### src/rtl/core/ictf_pkg.sv
`timescale 1ns / 1ps
package ictf_pkg;

   localparam int ANGLE_FRAC_BITS = 13;
   localparam int CORDIC_STEPS    = 16;
   localparam int STEP_W          = $clog2(CORDIC_STEPS);

   // cordic datapath
   localparam int XY_W  = 34;
   localparam int Z_W   = 36;
   localparam int CR_SH = 30 - ANGLE_FRAC_BITS;
   localparam int ZR_W  = Z_W - CR_SH + 2;
   localparam int ANG_W = ANGLE_FRAC_BITS + 5;
   localparam logic signed [Z_W-1:0] PI_Q30 = 36'sd3373259426;

   // serial multiplier
   localparam int MUL_A_W   = 36;
   localparam int MUL_B_W   = 24;
   localparam int MUL_P_W   = MUL_A_W + MUL_B_W;
   localparam int MUL_CNT_W = $clog2(MUL_B_W);
   localparam logic [MUL_B_W-1:0] RATE_Q56 = 24'd9600322;

   // square root
   localparam int SQ_W       = 32;
   localparam int RAD_W      = 60;
   localparam int ROOT_W     = 30;
   localparam int ROOT_CNT_W = $clog2(ROOT_W);

   // estimate update
   localparam int EST_W    = 24;
   localparam int DELTA_SH = 56 - ANGLE_FRAC_BITS;
   localparam int DL_W     = MUL_P_W - DELTA_SH + 2;
   localparam int BLEND_SH = 16;
   localparam int BL_W     = MUL_P_W - BLEND_SH + 2;
   localparam int DIFF_W   = 32;

   localparam int CSR_W = 20;
   localparam int LIM_W = 15;

   typedef enum logic [1:0] {
      CSR_BLEND  = 2'd0,
      CSR_PERIOD = 2'd1,
      CSR_TILT   = 2'd2,
      CSR_PAN    = 2'd3
   } csr_index_type;

   typedef struct packed {
      logic signed [15:0] accel_x;
      logic signed [15:0] accel_y;
      logic signed [15:0] accel_z;
      logic signed [15:0] gyro_x;
      logic signed [15:0] gyro_y;
   } req_type;

   typedef struct packed {
      logic signed [15:0] tilt_angle;
      logic signed [15:0] pan_angle;
      logic [31:0]        frame_number;
   } rsp_type;

   // arctangent of 2^-i in Q30, truncated
   function automatic logic signed [Z_W-1:0] atan_q30(input logic [4:0] idx);
      logic [29:0] v;
      case (idx)
         5'd0:  v = 30'h3243F6A8;
         5'd1:  v = 30'h1DAC6705;
         5'd2:  v = 30'h0FADBAFC;
         5'd3:  v = 30'h07F56EA6;
         5'd4:  v = 30'h03FEAB76;
         5'd5:  v = 30'h01FFD55B;
         5'd6:  v = 30'h00FFFAAA;
         5'd7:  v = 30'h007FFF55;
         5'd8:  v = 30'h003FFFEA;
         5'd9:  v = 30'h001FFFFD;
         5'd10: v = 30'h000FFFFF;
         5'd11: v = 30'h0007FFFF;
         5'd12: v = 30'h0003FFFF;
         5'd13: v = 30'h0001FFFF;
         5'd14: v = 30'h0000FFFF;
         5'd15: v = 30'h00007FFF;
         5'd16: v = 30'h00003FFF;
         5'd17: v = 30'h00001FFF;
         5'd18: v = 30'h00000FFF;
         5'd19: v = 30'h000007FF;
         5'd20: v = 30'h000003FF;
         5'd21: v = 30'h000001FF;
         5'd22: v = 30'h000000FF;
         5'd23: v = 30'h0000007F;
         default: v = 30'h0;
      endcase
      atan_q30 = {{(Z_W-30){1'b0}}, v};
   endfunction

endpackage

### src/rtl/core/ictf_if.sv
`timescale 1ns / 1ps
interface ictf_req_if;
   logic              valid;
   logic              ready;
   ictf_pkg::req_type payload;
   modport source (output valid, output payload, input ready);
   modport sink (input valid, input payload, output ready);
endinterface

interface ictf_rsp_if;
   logic              valid;
   logic              ready;
   ictf_pkg::rsp_type payload;
   modport source (output valid, output payload, input ready);
   modport sink (input valid, input payload, output ready);
endinterface

### src/rtl/core/ictf_mul.sv
`timescale 1ns / 1ps
module ictf_mul (
   input  logic                                clock,
   input  logic                                reset,
   input  logic                                start,
   input  logic signed [ictf_pkg::MUL_A_W-1:0] mcand,
   input  logic [ictf_pkg::MUL_B_W-1:0]        mplier,
   output logic                                done,
   output logic signed [ictf_pkg::MUL_P_W-1:0] prod
);

   logic signed [ictf_pkg::MUL_P_W-1:0] acc_ff;
   logic signed [ictf_pkg::MUL_P_W-1:0] mcand_ff;
   logic [ictf_pkg::MUL_B_W-1:0]        mplier_ff;
   logic [ictf_pkg::MUL_CNT_W-1:0]      cnt_ff;
   logic                                busy_ff;
   logic                                done_ff;

   always_ff @(posedge clock) begin
      if (reset) begin
         busy_ff <= 1'b0;
         done_ff <= 1'b0;
         cnt_ff  <= '0;
      end else begin
         done_ff <= 1'b0;
         if (start) begin
            busy_ff <= 1'b1;
            cnt_ff  <= '0;
         end else if (busy_ff) begin
            cnt_ff <= cnt_ff + 1'b1;
            if (cnt_ff == ictf_pkg::MUL_CNT_W'(ictf_pkg::MUL_B_W - 1)) begin
               busy_ff <= 1'b0;
               done_ff <= 1'b1;
            end
         end
      end
   end

   // one multiplier bit per cycle, lsb first
   always_ff @(posedge clock) begin
      if (start) begin
         acc_ff    <= '0;
         mcand_ff  <= ictf_pkg::MUL_P_W'(mcand);
         mplier_ff <= mplier;
      end else if (busy_ff) begin
         if (mplier_ff[0]) begin
            acc_ff <= acc_ff + mcand_ff;
         end
         mcand_ff  <= mcand_ff <<< 1;
         mplier_ff <= mplier_ff >> 1;
      end
   end

   assign done = done_ff;
   assign prod = acc_ff;

endmodule

### src/rtl/core/ictf_sqrt.sv
`timescale 1ns / 1ps
module ictf_sqrt (
   input  logic                            clock,
   input  logic                            reset,
   input  logic                            start,
   input  logic [ictf_pkg::SQ_W-1:0]       radicand,
   output logic                            done,
   output logic [ictf_pkg::ROOT_W-1:0]     root
);

   logic [ictf_pkg::RAD_W-1:0]      rem_ff;
   logic [ictf_pkg::RAD_W-1:0]      bit_ff;
   logic [ictf_pkg::RAD_W:0]        res_ff;
   logic [ictf_pkg::RAD_W:0]        trial;
   logic [ictf_pkg::ROOT_CNT_W-1:0] cnt_ff;
   logic                            busy_ff;
   logic                            done_ff;

   assign trial = res_ff + {1'b0, bit_ff};

   always_ff @(posedge clock) begin
      if (reset) begin
         busy_ff <= 1'b0;
         done_ff <= 1'b0;
         cnt_ff  <= '0;
      end else begin
         done_ff <= 1'b0;
         if (start) begin
            busy_ff <= 1'b1;
            cnt_ff  <= '0;
         end else if (busy_ff) begin
            cnt_ff <= cnt_ff + 1'b1;
            if (cnt_ff == ictf_pkg::ROOT_CNT_W'(ictf_pkg::ROOT_W - 1)) begin
               busy_ff <= 1'b0;
               done_ff <= 1'b1;
            end
         end
      end
   end

   // two radicand bits per cycle, restoring
   always_ff @(posedge clock) begin
      if (start) begin
         rem_ff <= {radicand, {(ictf_pkg::RAD_W - ictf_pkg::SQ_W){1'b0}}};
         res_ff <= '0;
         bit_ff <= ictf_pkg::RAD_W'(1) << (2 * (ictf_pkg::ROOT_W - 1));
      end else if (busy_ff) begin
         if ({1'b0, rem_ff} >= trial) begin
            rem_ff <= rem_ff - trial[ictf_pkg::RAD_W-1:0];
            res_ff <= (res_ff >> 1) + {1'b0, bit_ff};
         end else begin
            res_ff <= res_ff >> 1;
         end
         bit_ff <= bit_ff >> 2;
      end
   end

   assign done = done_ff;
   assign root = res_ff[ictf_pkg::ROOT_W-1:0];

endmodule

### src/rtl/core/ictf_cordic.sv
`timescale 1ns / 1ps
module ictf_cordic (
   input  logic                              clock,
   input  logic                              reset,
   input  logic                              start,
   input  logic signed [ictf_pkg::XY_W-1:0]  x_in,
   input  logic signed [ictf_pkg::XY_W-1:0]  y_in,
   output logic                              done,
   output logic signed [ictf_pkg::ANG_W-1:0] angle
);

   logic signed [ictf_pkg::XY_W-1:0] x_ff;
   logic signed [ictf_pkg::XY_W-1:0] y_ff;
   logic signed [ictf_pkg::XY_W-1:0] dx;
   logic signed [ictf_pkg::XY_W-1:0] dy;
   logic signed [ictf_pkg::Z_W-1:0]  z_ff;
   logic signed [ictf_pkg::Z_W-1:0]  at;
   logic signed [ictf_pkg::ZR_W-1:0] zr_ext;
   logic signed [ictf_pkg::ZR_W-1:0] zr_sum;
   logic [ictf_pkg::STEP_W-1:0]      step_ff;
   logic                             busy_ff;
   logic                             done_ff;
   logic                             zero_ff;

   always_comb begin
      dx     = y_ff >>> step_ff;
      dy     = x_ff >>> step_ff;
      at     = ictf_pkg::atan_q30(5'(step_ff));
      // round half up into the angle format
      zr_ext = ictf_pkg::ZR_W'(signed'(z_ff[ictf_pkg::Z_W-1:ictf_pkg::CR_SH-1]));
      zr_sum = zr_ext + 1'b1;
   end

   always_ff @(posedge clock) begin
      if (reset) begin
         busy_ff <= 1'b0;
         done_ff <= 1'b0;
         step_ff <= '0;
      end else begin
         done_ff <= 1'b0;
         if (start) begin
            busy_ff <= 1'b1;
            step_ff <= '0;
         end else if (busy_ff) begin
            step_ff <= step_ff + 1'b1;
            if (step_ff == ictf_pkg::STEP_W'(ictf_pkg::CORDIC_STEPS - 1)) begin
               busy_ff <= 1'b0;
               done_ff <= 1'b1;
            end
         end
      end
   end

   always_ff @(posedge clock) begin
      if (start) begin
         zero_ff <= (x_in == '0) && (y_in == '0);
         // left half plane: turn by pi first
         if (x_in[ictf_pkg::XY_W-1]) begin
            x_ff <= -x_in;
            y_ff <= -y_in;
            z_ff <= y_in[ictf_pkg::XY_W-1] ? -ictf_pkg::PI_Q30 : ictf_pkg::PI_Q30;
         end else begin
            x_ff <= x_in;
            y_ff <= y_in;
            z_ff <= '0;
         end
      end else if (busy_ff) begin
         if (!y_ff[ictf_pkg::XY_W-1]) begin
            x_ff <= x_ff + dx;
            y_ff <= y_ff - dy;
            z_ff <= z_ff + at;
         end else begin
            x_ff <= x_ff - dx;
            y_ff <= y_ff + dy;
            z_ff <= z_ff - at;
         end
      end
   end

   assign done  = done_ff;
   assign angle = zero_ff ? '0 : ictf_pkg::ANG_W'(zr_sum >>> 1);

endmodule

### src/rtl/core/imu_complementary_tilt_filter.sv
`timescale 1ns / 1ps
// channel  dir  beat contents
// req      in   accel_x, accel_y, accel_z, gyro_x, gyro_y
// rsp      out  tilt_angle, pan_angle, frame_number
// csr      in   write enable, register index, write data
//
// one sample at a time; req_ready is high only while the block is free
// first sample after reset: a 30-step root and two 16-step cordic passes
// later samples also run the 24-bit serial multiplier six times
// a finished beat waits in the rsp register; the next sample may enter meanwhile
// synchronous reset clears control state and restores register defaults
module imu_complementary_tilt_filter (
   input  logic                          clock,
   input  logic                          reset,
   ictf_req_if.sink                      req,
   ictf_rsp_if.source                    rsp,
   input  logic                          csr_write_en,
   input  logic [1:0]                    csr_index,
   input  logic [ictf_pkg::CSR_W-1:0]    csr_wdata
);

   typedef enum logic [2:0] {
      ST_IDLE,
      ST_START,
      ST_ROOT,
      ST_PITCH,
      ST_GYRO,
      ST_RATE,
      ST_MIX,
      ST_EMIT
   } state_type;

   state_type state_ff;

   logic [15:0]                          blend_ff;
   logic [ictf_pkg::CSR_W-1:0]           period_ff;
   logic [ictf_pkg::LIM_W-1:0]           tilt_lim_ff;
   logic [ictf_pkg::LIM_W-1:0]           pan_lim_ff;

   ictf_pkg::req_type                    in_ff;
   logic [ictf_pkg::SQ_W-1:0]            sq_y_ff;
   logic [ictf_pkg::SQ_W-1:0]            sq_z_ff;
   logic [ictf_pkg::SQ_W-1:0]            sq_y_in;
   logic [ictf_pkg::SQ_W-1:0]            sq_z_in;
   logic [ictf_pkg::SQ_W-1:0]            sq_sum;

   logic signed [ictf_pkg::ANG_W-1:0]    acc_roll_ff;
   logic signed [ictf_pkg::ANG_W-1:0]    acc_pitch_ff;
   logic signed [ictf_pkg::EST_W-1:0]    roll_ff;
   logic signed [ictf_pkg::EST_W-1:0]    pitch_ff;
   logic                                 first_ff;
   logic [31:0]                          frame_ff;
   logic                                 axis_ff;

   logic                                 sq_go_ff;
   logic                                 sq_done;
   logic [ictf_pkg::ROOT_W-1:0]          root;

   logic                                 cor_go_ff;
   logic signed [ictf_pkg::XY_W-1:0]     cor_x_ff;
   logic signed [ictf_pkg::XY_W-1:0]     cor_y_ff;
   logic                                 cor_done;
   logic signed [ictf_pkg::ANG_W-1:0]    cor_angle;

   logic                                 mul_go_ff;
   logic signed [ictf_pkg::MUL_A_W-1:0]  mul_a_ff;
   logic [ictf_pkg::MUL_B_W-1:0]         mul_b_ff;
   logic                                 mul_done;
   logic signed [ictf_pkg::MUL_P_W-1:0]  mul_prod;

   logic signed [ictf_pkg::EST_W-1:0]    est_sel;
   logic signed [ictf_pkg::ANG_W-1:0]    acc_sel;
   logic signed [ictf_pkg::DL_W-1:0]     dl_ext;
   logic signed [ictf_pkg::DL_W-1:0]     dl_sum;
   logic signed [ictf_pkg::DL_W-1:0]     delta;
   logic signed [ictf_pkg::DIFF_W-1:0]   diff;
   logic signed [ictf_pkg::BL_W-1:0]     bl_ext;
   logic signed [ictf_pkg::BL_W-1:0]     bl_sum;
   logic signed [ictf_pkg::EST_W-1:0]    blend_est;

   ictf_pkg::rsp_type                    rsp_ff;
   logic                                 rsp_valid_ff;

   function automatic logic signed [ictf_pkg::EST_W-1:0] sat_est(
      input logic signed [ictf_pkg::BL_W-1:0] v
   );
      logic signed [ictf_pkg::BL_W-1:0] hi;
      logic signed [ictf_pkg::BL_W-1:0] lo;
      hi = ictf_pkg::BL_W'({1'b0, {(ictf_pkg::EST_W-1){1'b1}}});
      lo = -hi - ictf_pkg::BL_W'(1);
      if (v > hi) begin
         sat_est = {1'b0, {(ictf_pkg::EST_W-1){1'b1}}};
      end else if (v < lo) begin
         sat_est = {1'b1, {(ictf_pkg::EST_W-1){1'b0}}};
      end else begin
         sat_est = ictf_pkg::EST_W'(v);
      end
   endfunction

   function automatic logic signed [15:0] clamp_lim(
      input logic signed [ictf_pkg::EST_W-1:0] v,
      input logic [ictf_pkg::LIM_W-1:0]        lim
   );
      logic signed [ictf_pkg::EST_W:0] w;
      logic signed [ictf_pkg::EST_W:0] l;
      w = ictf_pkg::EST_W'(1) == 0 ? '0 : (ictf_pkg::EST_W+1)'(v);
      l = signed'((ictf_pkg::EST_W+1)'(lim));
      if (w > l) begin
         clamp_lim = 16'(l);
      end else if (w < -l) begin
         clamp_lim = 16'(-l);
      end else begin
         clamp_lim = 16'(w);
      end
   endfunction

   always_comb begin
      sq_y_in = req.payload.accel_y * req.payload.accel_y;
      sq_z_in = req.payload.accel_z * req.payload.accel_z;
      sq_sum  = sq_y_ff + sq_z_ff;

      est_sel = axis_ff ? pitch_ff : roll_ff;
      acc_sel = axis_ff ? acc_pitch_ff : acc_roll_ff;

      // gyro step, rounded half up
      dl_ext = ictf_pkg::DL_W'(signed'(mul_prod[ictf_pkg::MUL_P_W-1:ictf_pkg::DELTA_SH-1]));
      dl_sum = dl_ext + 1'b1;
      delta  = dl_sum >>> 1;
      diff   = ictf_pkg::DIFF_W'(est_sel) + ictf_pkg::DIFF_W'(delta)
               - ictf_pkg::DIFF_W'(acc_sel);

      // alpha*(est+delta-acc) + acc*2^16, rounded half up by 16
      bl_ext = ictf_pkg::BL_W'(signed'(mul_prod[ictf_pkg::MUL_P_W-1:ictf_pkg::BLEND_SH-1]));
      bl_sum = bl_ext + (ictf_pkg::BL_W'(acc_sel) <<< 1) + 1'b1;
      blend_est = sat_est(bl_sum >>> 1);
   end

   always_ff @(posedge clock) begin
      if (reset) begin
         state_ff     <= ST_IDLE;
         blend_ff     <= 16'd64225;
         period_ff    <= ictf_pkg::CSR_W'(10000);
         tilt_lim_ff  <= ictf_pkg::LIM_W'(25736);
         pan_lim_ff   <= ictf_pkg::LIM_W'(25736);
         roll_ff      <= '0;
         pitch_ff     <= '0;
         first_ff     <= 1'b1;
         frame_ff     <= '0;
         axis_ff      <= 1'b0;
         sq_go_ff     <= 1'b0;
         cor_go_ff    <= 1'b0;
         mul_go_ff    <= 1'b0;
         rsp_valid_ff <= 1'b0;
      end else begin
         sq_go_ff  <= 1'b0;
         cor_go_ff <= 1'b0;
         mul_go_ff <= 1'b0;

         if (csr_write_en) begin
            case (csr_index)
               ictf_pkg::CSR_BLEND:  blend_ff    <= csr_wdata[15:0];
               ictf_pkg::CSR_PERIOD: period_ff   <= csr_wdata;
               ictf_pkg::CSR_TILT:   tilt_lim_ff <= csr_wdata[ictf_pkg::LIM_W-1:0];
               ictf_pkg::CSR_PAN:    pan_lim_ff  <= csr_wdata[ictf_pkg::LIM_W-1:0];
               default: ;
            endcase
         end

         if (rsp_valid_ff && rsp.ready) begin
            rsp_valid_ff <= 1'b0;
         end

         case (state_ff)
            ST_IDLE: begin
               if (req.valid) begin
                  in_ff    <= req.payload;
                  sq_y_ff  <= sq_y_in;
                  sq_z_ff  <= sq_z_in;
                  state_ff <= ST_START;
               end
            end
            ST_START: begin
               // root and roll angle run side by side
               sq_go_ff  <= 1'b1;
               cor_go_ff <= 1'b1;
               cor_x_ff  <= ictf_pkg::XY_W'(in_ff.accel_z) <<< 14;
               cor_y_ff  <= ictf_pkg::XY_W'(in_ff.accel_y) <<< 14;
               state_ff  <= ST_ROOT;
            end
            ST_ROOT: begin
               if (sq_done) begin
                  acc_roll_ff <= cor_angle;
                  cor_go_ff   <= 1'b1;
                  cor_x_ff    <= ictf_pkg::XY_W'(root);
                  cor_y_ff    <= -(ictf_pkg::XY_W'(in_ff.accel_x) <<< 14);
                  state_ff    <= ST_PITCH;
               end
            end
            ST_PITCH: begin
               if (cor_done) begin
                  acc_pitch_ff <= cor_angle;
                  if (first_ff) begin
                     roll_ff  <= sat_est(ictf_pkg::BL_W'(acc_roll_ff));
                     pitch_ff <= sat_est(ictf_pkg::BL_W'(cor_angle));
                     state_ff <= ST_EMIT;
                  end else begin
                     axis_ff   <= 1'b0;
                     mul_a_ff  <= ictf_pkg::MUL_A_W'(in_ff.gyro_x);
                     mul_b_ff  <= ictf_pkg::MUL_B_W'(period_ff);
                     mul_go_ff <= 1'b1;
                     state_ff  <= ST_GYRO;
                  end
               end
            end
            ST_GYRO: begin
               if (mul_done) begin
                  mul_a_ff  <= mul_prod[ictf_pkg::MUL_A_W-1:0];
                  mul_b_ff  <= ictf_pkg::RATE_Q56;
                  mul_go_ff <= 1'b1;
                  state_ff  <= ST_RATE;
               end
            end
            ST_RATE: begin
               if (mul_done) begin
                  mul_a_ff  <= ictf_pkg::MUL_A_W'(diff);
                  mul_b_ff  <= ictf_pkg::MUL_B_W'(blend_ff);
                  mul_go_ff <= 1'b1;
                  state_ff  <= ST_MIX;
               end
            end
            ST_MIX: begin
               if (mul_done) begin
                  if (!axis_ff) begin
                     roll_ff   <= blend_est;
                     axis_ff   <= 1'b1;
                     mul_a_ff  <= ictf_pkg::MUL_A_W'(in_ff.gyro_y);
                     mul_b_ff  <= ictf_pkg::MUL_B_W'(period_ff);
                     mul_go_ff <= 1'b1;
                     state_ff  <= ST_GYRO;
                  end else begin
                     pitch_ff <= blend_est;
                     state_ff <= ST_EMIT;
                  end
               end
            end
            ST_EMIT: begin
               if (!rsp_valid_ff || rsp.ready) begin
                  rsp_ff.tilt_angle   <= clamp_lim(roll_ff, tilt_lim_ff);
                  rsp_ff.pan_angle    <= clamp_lim(pitch_ff, pan_lim_ff);
                  rsp_ff.frame_number <= frame_ff + 32'd1;
                  frame_ff            <= frame_ff + 32'd1;
                  rsp_valid_ff        <= 1'b1;
                  first_ff            <= 1'b0;
                  state_ff            <= ST_IDLE;
               end
            end
            default: state_ff <= ST_IDLE;
         endcase
      end
   end

   assign req.ready   = (state_ff == ST_IDLE);
   assign rsp.valid   = rsp_valid_ff;
   assign rsp.payload = rsp_ff;

   ictf_sqrt u_sqrt (
      .clock    (clock),
      .reset    (reset),
      .start    (sq_go_ff),
      .radicand (sq_sum),
      .done     (sq_done),
      .root     (root)
   );

   ictf_cordic u_cordic (
      .clock (clock),
      .reset (reset),
      .start (cor_go_ff),
      .x_in  (cor_x_ff),
      .y_in  (cor_y_ff),
      .done  (cor_done),
      .angle (cor_angle)
   );

   ictf_mul u_mul (
      .clock  (clock),
      .reset  (reset),
      .start  (mul_go_ff),
      .mcand  (mul_a_ff),
      .mplier (mul_b_ff),
      .done   (mul_done),
      .prod   (mul_prod)
   );

endmodule

### src/flat_wrapper.sv
// flat-port wrapper written by rule: the top's interface ports become plain ports
module imu_complementary_tilt_filter_flat 
  (clock, reset, csr_write_en, csr_index, csr_wdata, req_valid, req_payload, req_ready, rsp_valid, rsp_payload, rsp_ready);
  ictf_req_if req_i ();
  ictf_rsp_if rsp_i ();
  input  logic clock;
  input  logic reset;
  input  logic csr_write_en;
  input  logic [1:0] csr_index;
  input  logic [ictf_pkg::CSR_W-1:0] csr_wdata;
  input wire logic [$bits(req_i.valid)-1:0] req_valid;
  input wire logic [$bits(req_i.payload)-1:0] req_payload;
  output wire logic [$bits(req_i.ready)-1:0] req_ready;
  output wire logic [$bits(rsp_i.valid)-1:0] rsp_valid;
  output wire logic [$bits(rsp_i.payload)-1:0] rsp_payload;
  input wire logic [$bits(rsp_i.ready)-1:0] rsp_ready;
  assign req_i.valid = req_valid;
  assign req_i.payload = req_payload;
  assign req_ready = req_i.ready;
  assign rsp_valid = rsp_i.valid;
  assign rsp_payload = rsp_i.payload;
  assign rsp_i.ready = rsp_ready;
  imu_complementary_tilt_filter u_core (.clock(clock), .reset(reset), .req(req_i), .rsp(rsp_i), .csr_write_en(csr_write_en), .csr_index(csr_index), .csr_wdata(csr_wdata));
endmodule
### config.mk
export PLATFORM = sky130hd
export DESIGN_NAME = imu_complementary_tilt_filter_flat
export DESIGN_NICKNAME = d
export VERILOG_FILES = /design/src/rtl/core/ictf_pkg.sv /design/src/rtl/core/ictf_if.sv /design/src/rtl/core/ictf_mul.sv /design/src/rtl/core/ictf_sqrt.sv /design/src/rtl/core/ictf_cordic.sv /design/src/rtl/core/imu_complementary_tilt_filter.sv /design/src/flat_wrapper.sv
export SDC_FILE = /design/constraint.sdc
export NUM_CORES = 2
export LEC_CHECK = 0
export BUFFER_PORTS_ARGS = -buffer_cell sky130_fd_sc_hd__buf_4
export CAP_MARGIN = 20
export CORE_ASPECT_RATIO = 1.2
export CORE_UTILIZATION = 26
export CTS_CLUSTER_SIZE = 30
export DETAILED_ROUTE_END_ITERATION = 6
export GPL_ROUTABILITY_DRIVEN = 0
export GPL_TIMING_DRIVEN = 0
export SETUP_SLACK_MARGIN = 0.2
export SYNTH_ARGS = -nofsm -noshare
export SYNTH_HDL_FRONTEND = slang
export SYNTH_HIERARCHICAL = 1
export SYNTH_SLANG_ARGS = --single-unit
### constraint.sdc
create_clock -name clock -period 12.1 [get_ports clock]
set_clock_uncertainty 0.05 [all_clocks]
set_input_delay 0.605 -clock clock [delete_from_list [all_inputs] [get_ports clock]]
set_output_delay 0.605 -clock clock [all_outputs]
set_load 0.02 [all_outputs]
==> impl_metrics.json <==
{
  "outcome": "complete, but fails checks",
  "violations": "DRC",
  "async_flop_share": 0,
  "crit_fanout": 10,
  "cts.sinks": 951,
  "initial_core_util": 0.262,
  "hold_path.class": "input port to flop",
  "fp.dieW_um": 535,
  "ys_seq_elements": 951,
  "synth_top_flop_cell": "edfxtp_1",
  "first_global_vias": 74988,
  "rsz0062_at_grt": "no",
  "synth-edff-count": 568,
  "fin_cells": 14821,
  "cts_resized": 0,
  "fin_ws_ps": 3590,
  "max_slew_margin": 0.223,
  "max_freq_ghz": 0.118,
  "powerDensity_nw_per_um2": 283,
  "criticalPathCategory": "input port to flop",
  "synth_area_leaders": "edfxtp_1 19%, fa_1 11%, ha_1 9.3%",
  "die_height_um": 642,
  "seq_area_frac_synth": 0.279,
  "maxSlewViolCount": 0,
  "htree_num_levels": 3,
  "synth_warnings": 6,
  "netSwitchingFraction": 0.480,
  "ant_nets": 0,
  "numCtsBuffers": 106,
  "p_switching_uw": 13600,
  "setup_violations": 0,
  "overflow": 0,
  "cts_root_buf": "clkbuf_16",
  "holdWs_ps": 44.4,
  "drc": 2,
  "die-area_um2": 343000,
  "core_um2": 339000,
  "cts_hold_buf": 65,
  "worstPathArrival_ps": 8890,
  "final_common_cell": "inv_1",
  "routedWlPerCell_um": 19.5,
  "yosysTopAreaCell": "edfxtp_1",
  "layout-area-overhead-vs-synth_pct": 13.3,
  "drt_iter0_drc": 6077,
  "post_cts_buffers": 0,
  "min_period_over_period": 0.703,
  "power.leakage_uw": 0.0407,
  "vdd_drop_max_mv": 0.432,
  "clk_pin_slew_ps": 60,
  "hold_viol_final": 0,
  "grtUsageTotal": 0.165,
  "syn_area_um2": 88600,
  "cp.required_ps": 12480,
  "synth_top_cell_area_share": 0.192,
  "grt_max_degree": 64,
  "routed_via_density": 5.08,
  "wirelength_um": 289000,
  "nFillCells": 35761,
  "multiInputGateArea_um2": 58200,
  "stdcell_area_um2": 100000,
  "seqCellArea_um2": 24700,
  "dpl.hpwl_um": 228000,
  "place_area_um2": 96000,
  "comb_power_share": 0.683,
  "firstDrtPassIters": 7,
  "period_needed_ps": 8510,
  "antenna_found_initial": 8,
  "rows": 234,
  "synth_area_per_cell_um2": 9.02,
  "internal_power_uw": 14800,
  "final_cell_mix": "981 x inv_1, 962 x nand2_1, 726 x nor2_1, 662 x ha_1, 652 x a21oi_1",
  "clkLatencyLatePin_ps": 810,
  "io_buffer_count": 172,
  "cts_tree": "built",
  "worst_setup_path_end_kind": "flop",
  "startpoint_type": "input port",
  "grt_pass1_wl_um": 442000,
  "drive_gt1_frac": 0.0813,
  "placed_cells": 14551,
  "pre_cts_ws_ps": 3440,
  "syn_inst": 9826,
  "clockPowerShare": 0.121,
  "synth_cell_type_count": 136,
  "worst_slew_pin_slew_ps": 1170,
  "nets": 11512,
  "maxCapViolCount": 0,
  "dr_total_vias": 75254,
  "cts_buffer_depth": 3,
  "seqPwrFrac": 0.195,
  "ios": 173
}
-- layer usage --
| metal | GRT usage | up-vias | share of wire |
|---|---|---|---|
| met5 | 0 | - | 0.00014 |
| met4 | 0.0839 | 6 | 0.058 |
| met3 | 0.0212 | 736 | 0.055 |
| met2 | 0.298 | 2564 | 0.50 |
| met1 | 0.190 | 36443 | 0.39 |
| li1 | - | 35505 | - |
-- worst max-delay path, stage by stage --
cell and delay, ps:
dlygate4sd3_1 550, buf_4 130, clkbuf_1 460, clkbuf_1 610
nand2_1 170, fa_1 540, fa_1 530, fa_1 520
inv_1 50, fa_1 470, fa_1 550, inv_1 60
fa_1 580, inv_1 50, ha_1 330, nand2_1 120
o21ai_0 160, a31oi_1 340, o21ai_0 260, a41oi_1 350
a21oi_1 140, a211oi_1 400, o21bai_1 100, a21oi_1 230
o21bai_1 120, o41a_1 330, xnor2_1 140
-- final cells by class --
| cell class | instances | share of cell area |
|---|---|---|
| clock inverter | 62 | 0.00728 |
| sequential | 951 | 0.246 |
| antenna | 3 | 0.0000747 |
| multi-input combinational | 7449 | 0.579 |
| buffer | 488 | 0.0226 |
| inverter | 987 | 0.0369 |
| tap | 4484 | 0.0559 |
| clock buffer | 138 | 0.0296 |
| timing repair buffer | 259 | 0.0225 |
-- power groups by stage --
| stage | clock [µW] | sequential (µW) | combinational, µW |
|---|---|---|---|
| after global placement | 0 | 5600 | 19200 |
| after global routing | 3640 | 5590 | 21800 |
| after floorplan | 0 | 5240 | 14700 |
| after detailed placement | 0 | 5590 | 19300 |
| final | 3450 | 5550 | 19400 |
| after CTS | 3540 | 5520 | 19400 |
-- registers in the layout, summed over array words and instances (netlist names), 31 cells and up --
signal                 count
u_core/in_ff              80
u_core/cor_x_ff           31
u_core/u_cordic/z_ff      35
u_core/u_mul/prod         60
u_core/u_cordic/x_ff      34
u_core/rsp.payload        64
u_core/u_cordic/y_ff      34
u_core/u_mul/mcand_ff     60
u_core/u_sqrt/res_ff      61
u_core/frame_ff           32
u_core/u_sqrt/rem_ff      60
u_core/mul_a_ff           36
-- cell usage after synthesis (52+ instances only) --
cell type,number
o21bai_1,63
clkbuf_1,331
and3_1,88
o21ai_0,437
nand3_1,201
o31ai_1,156
nand4_1,137
nand2b_1,76
mux2_2,138
a31oi_1,139
mux2i_1,154
a211oi_1,63
ha_1,662
nor2_1,728
dfxtp_1,383
a21oi_1,652
a21o_1,185
nand2_1,964
fa_1,501
nor3_1,141
or3_1,74
and2_1,142
nor2b_1,78
o21a_1,76
edfxtp_1,568
xnor2_1,416
xor2_1,264
a311oi_1,52
inv_1,981
-- logic make-up (layout without fill, tap and decap cells) --
| kind of cell | count (synthesis) | count (layout) | synth area share |
|---|---|---|---|
| other cells | 1 | 53 | 0.0000423 |
| mux | 359 | 359 | 0.0524 |
| compound gates | 2305 | 2305 | 0.172 |
| flops | 951 | 951 | 0.279 |
| fa+ha+maj | 1163 | 1163 | 0.207 |
| buf+inv | 1475 | 1934 | 0.0674 |
| simple gates | 2891 | 2891 | 0.155 |
| xor+xnor | 681 | 681 | 0.0675 |
-- final timing paths --
kind | start | endpoint | slack (ps) | cells after the start
worst min-delay path | req_payload[52] | u_core/in_ff[52] | 40 | 1
worst max register to register | u_core/u_sqrt/res_ff[2] | u_core/u_sqrt/rem_ff[41] | 3860 | 24
worst min register to register | u_core/period_ff[16] | u_core/period_ff[16] | 400 | 2
worst max-delay path | req_payload[53] | u_core/sq_y_ff[31] | 3590 | 27
-- per-stage QoR --
step                       util  total power, µW  setup TNS (ps)
after floorplan               -            20000               0
after global placement    0.283            24800         -305480
after detailed placement  0.283            24900               0
after CTS                 0.296            28500               0
after global routing      0.296            31000               0
final                     0.296            28400               0
(Power assumes the default switching activity.)
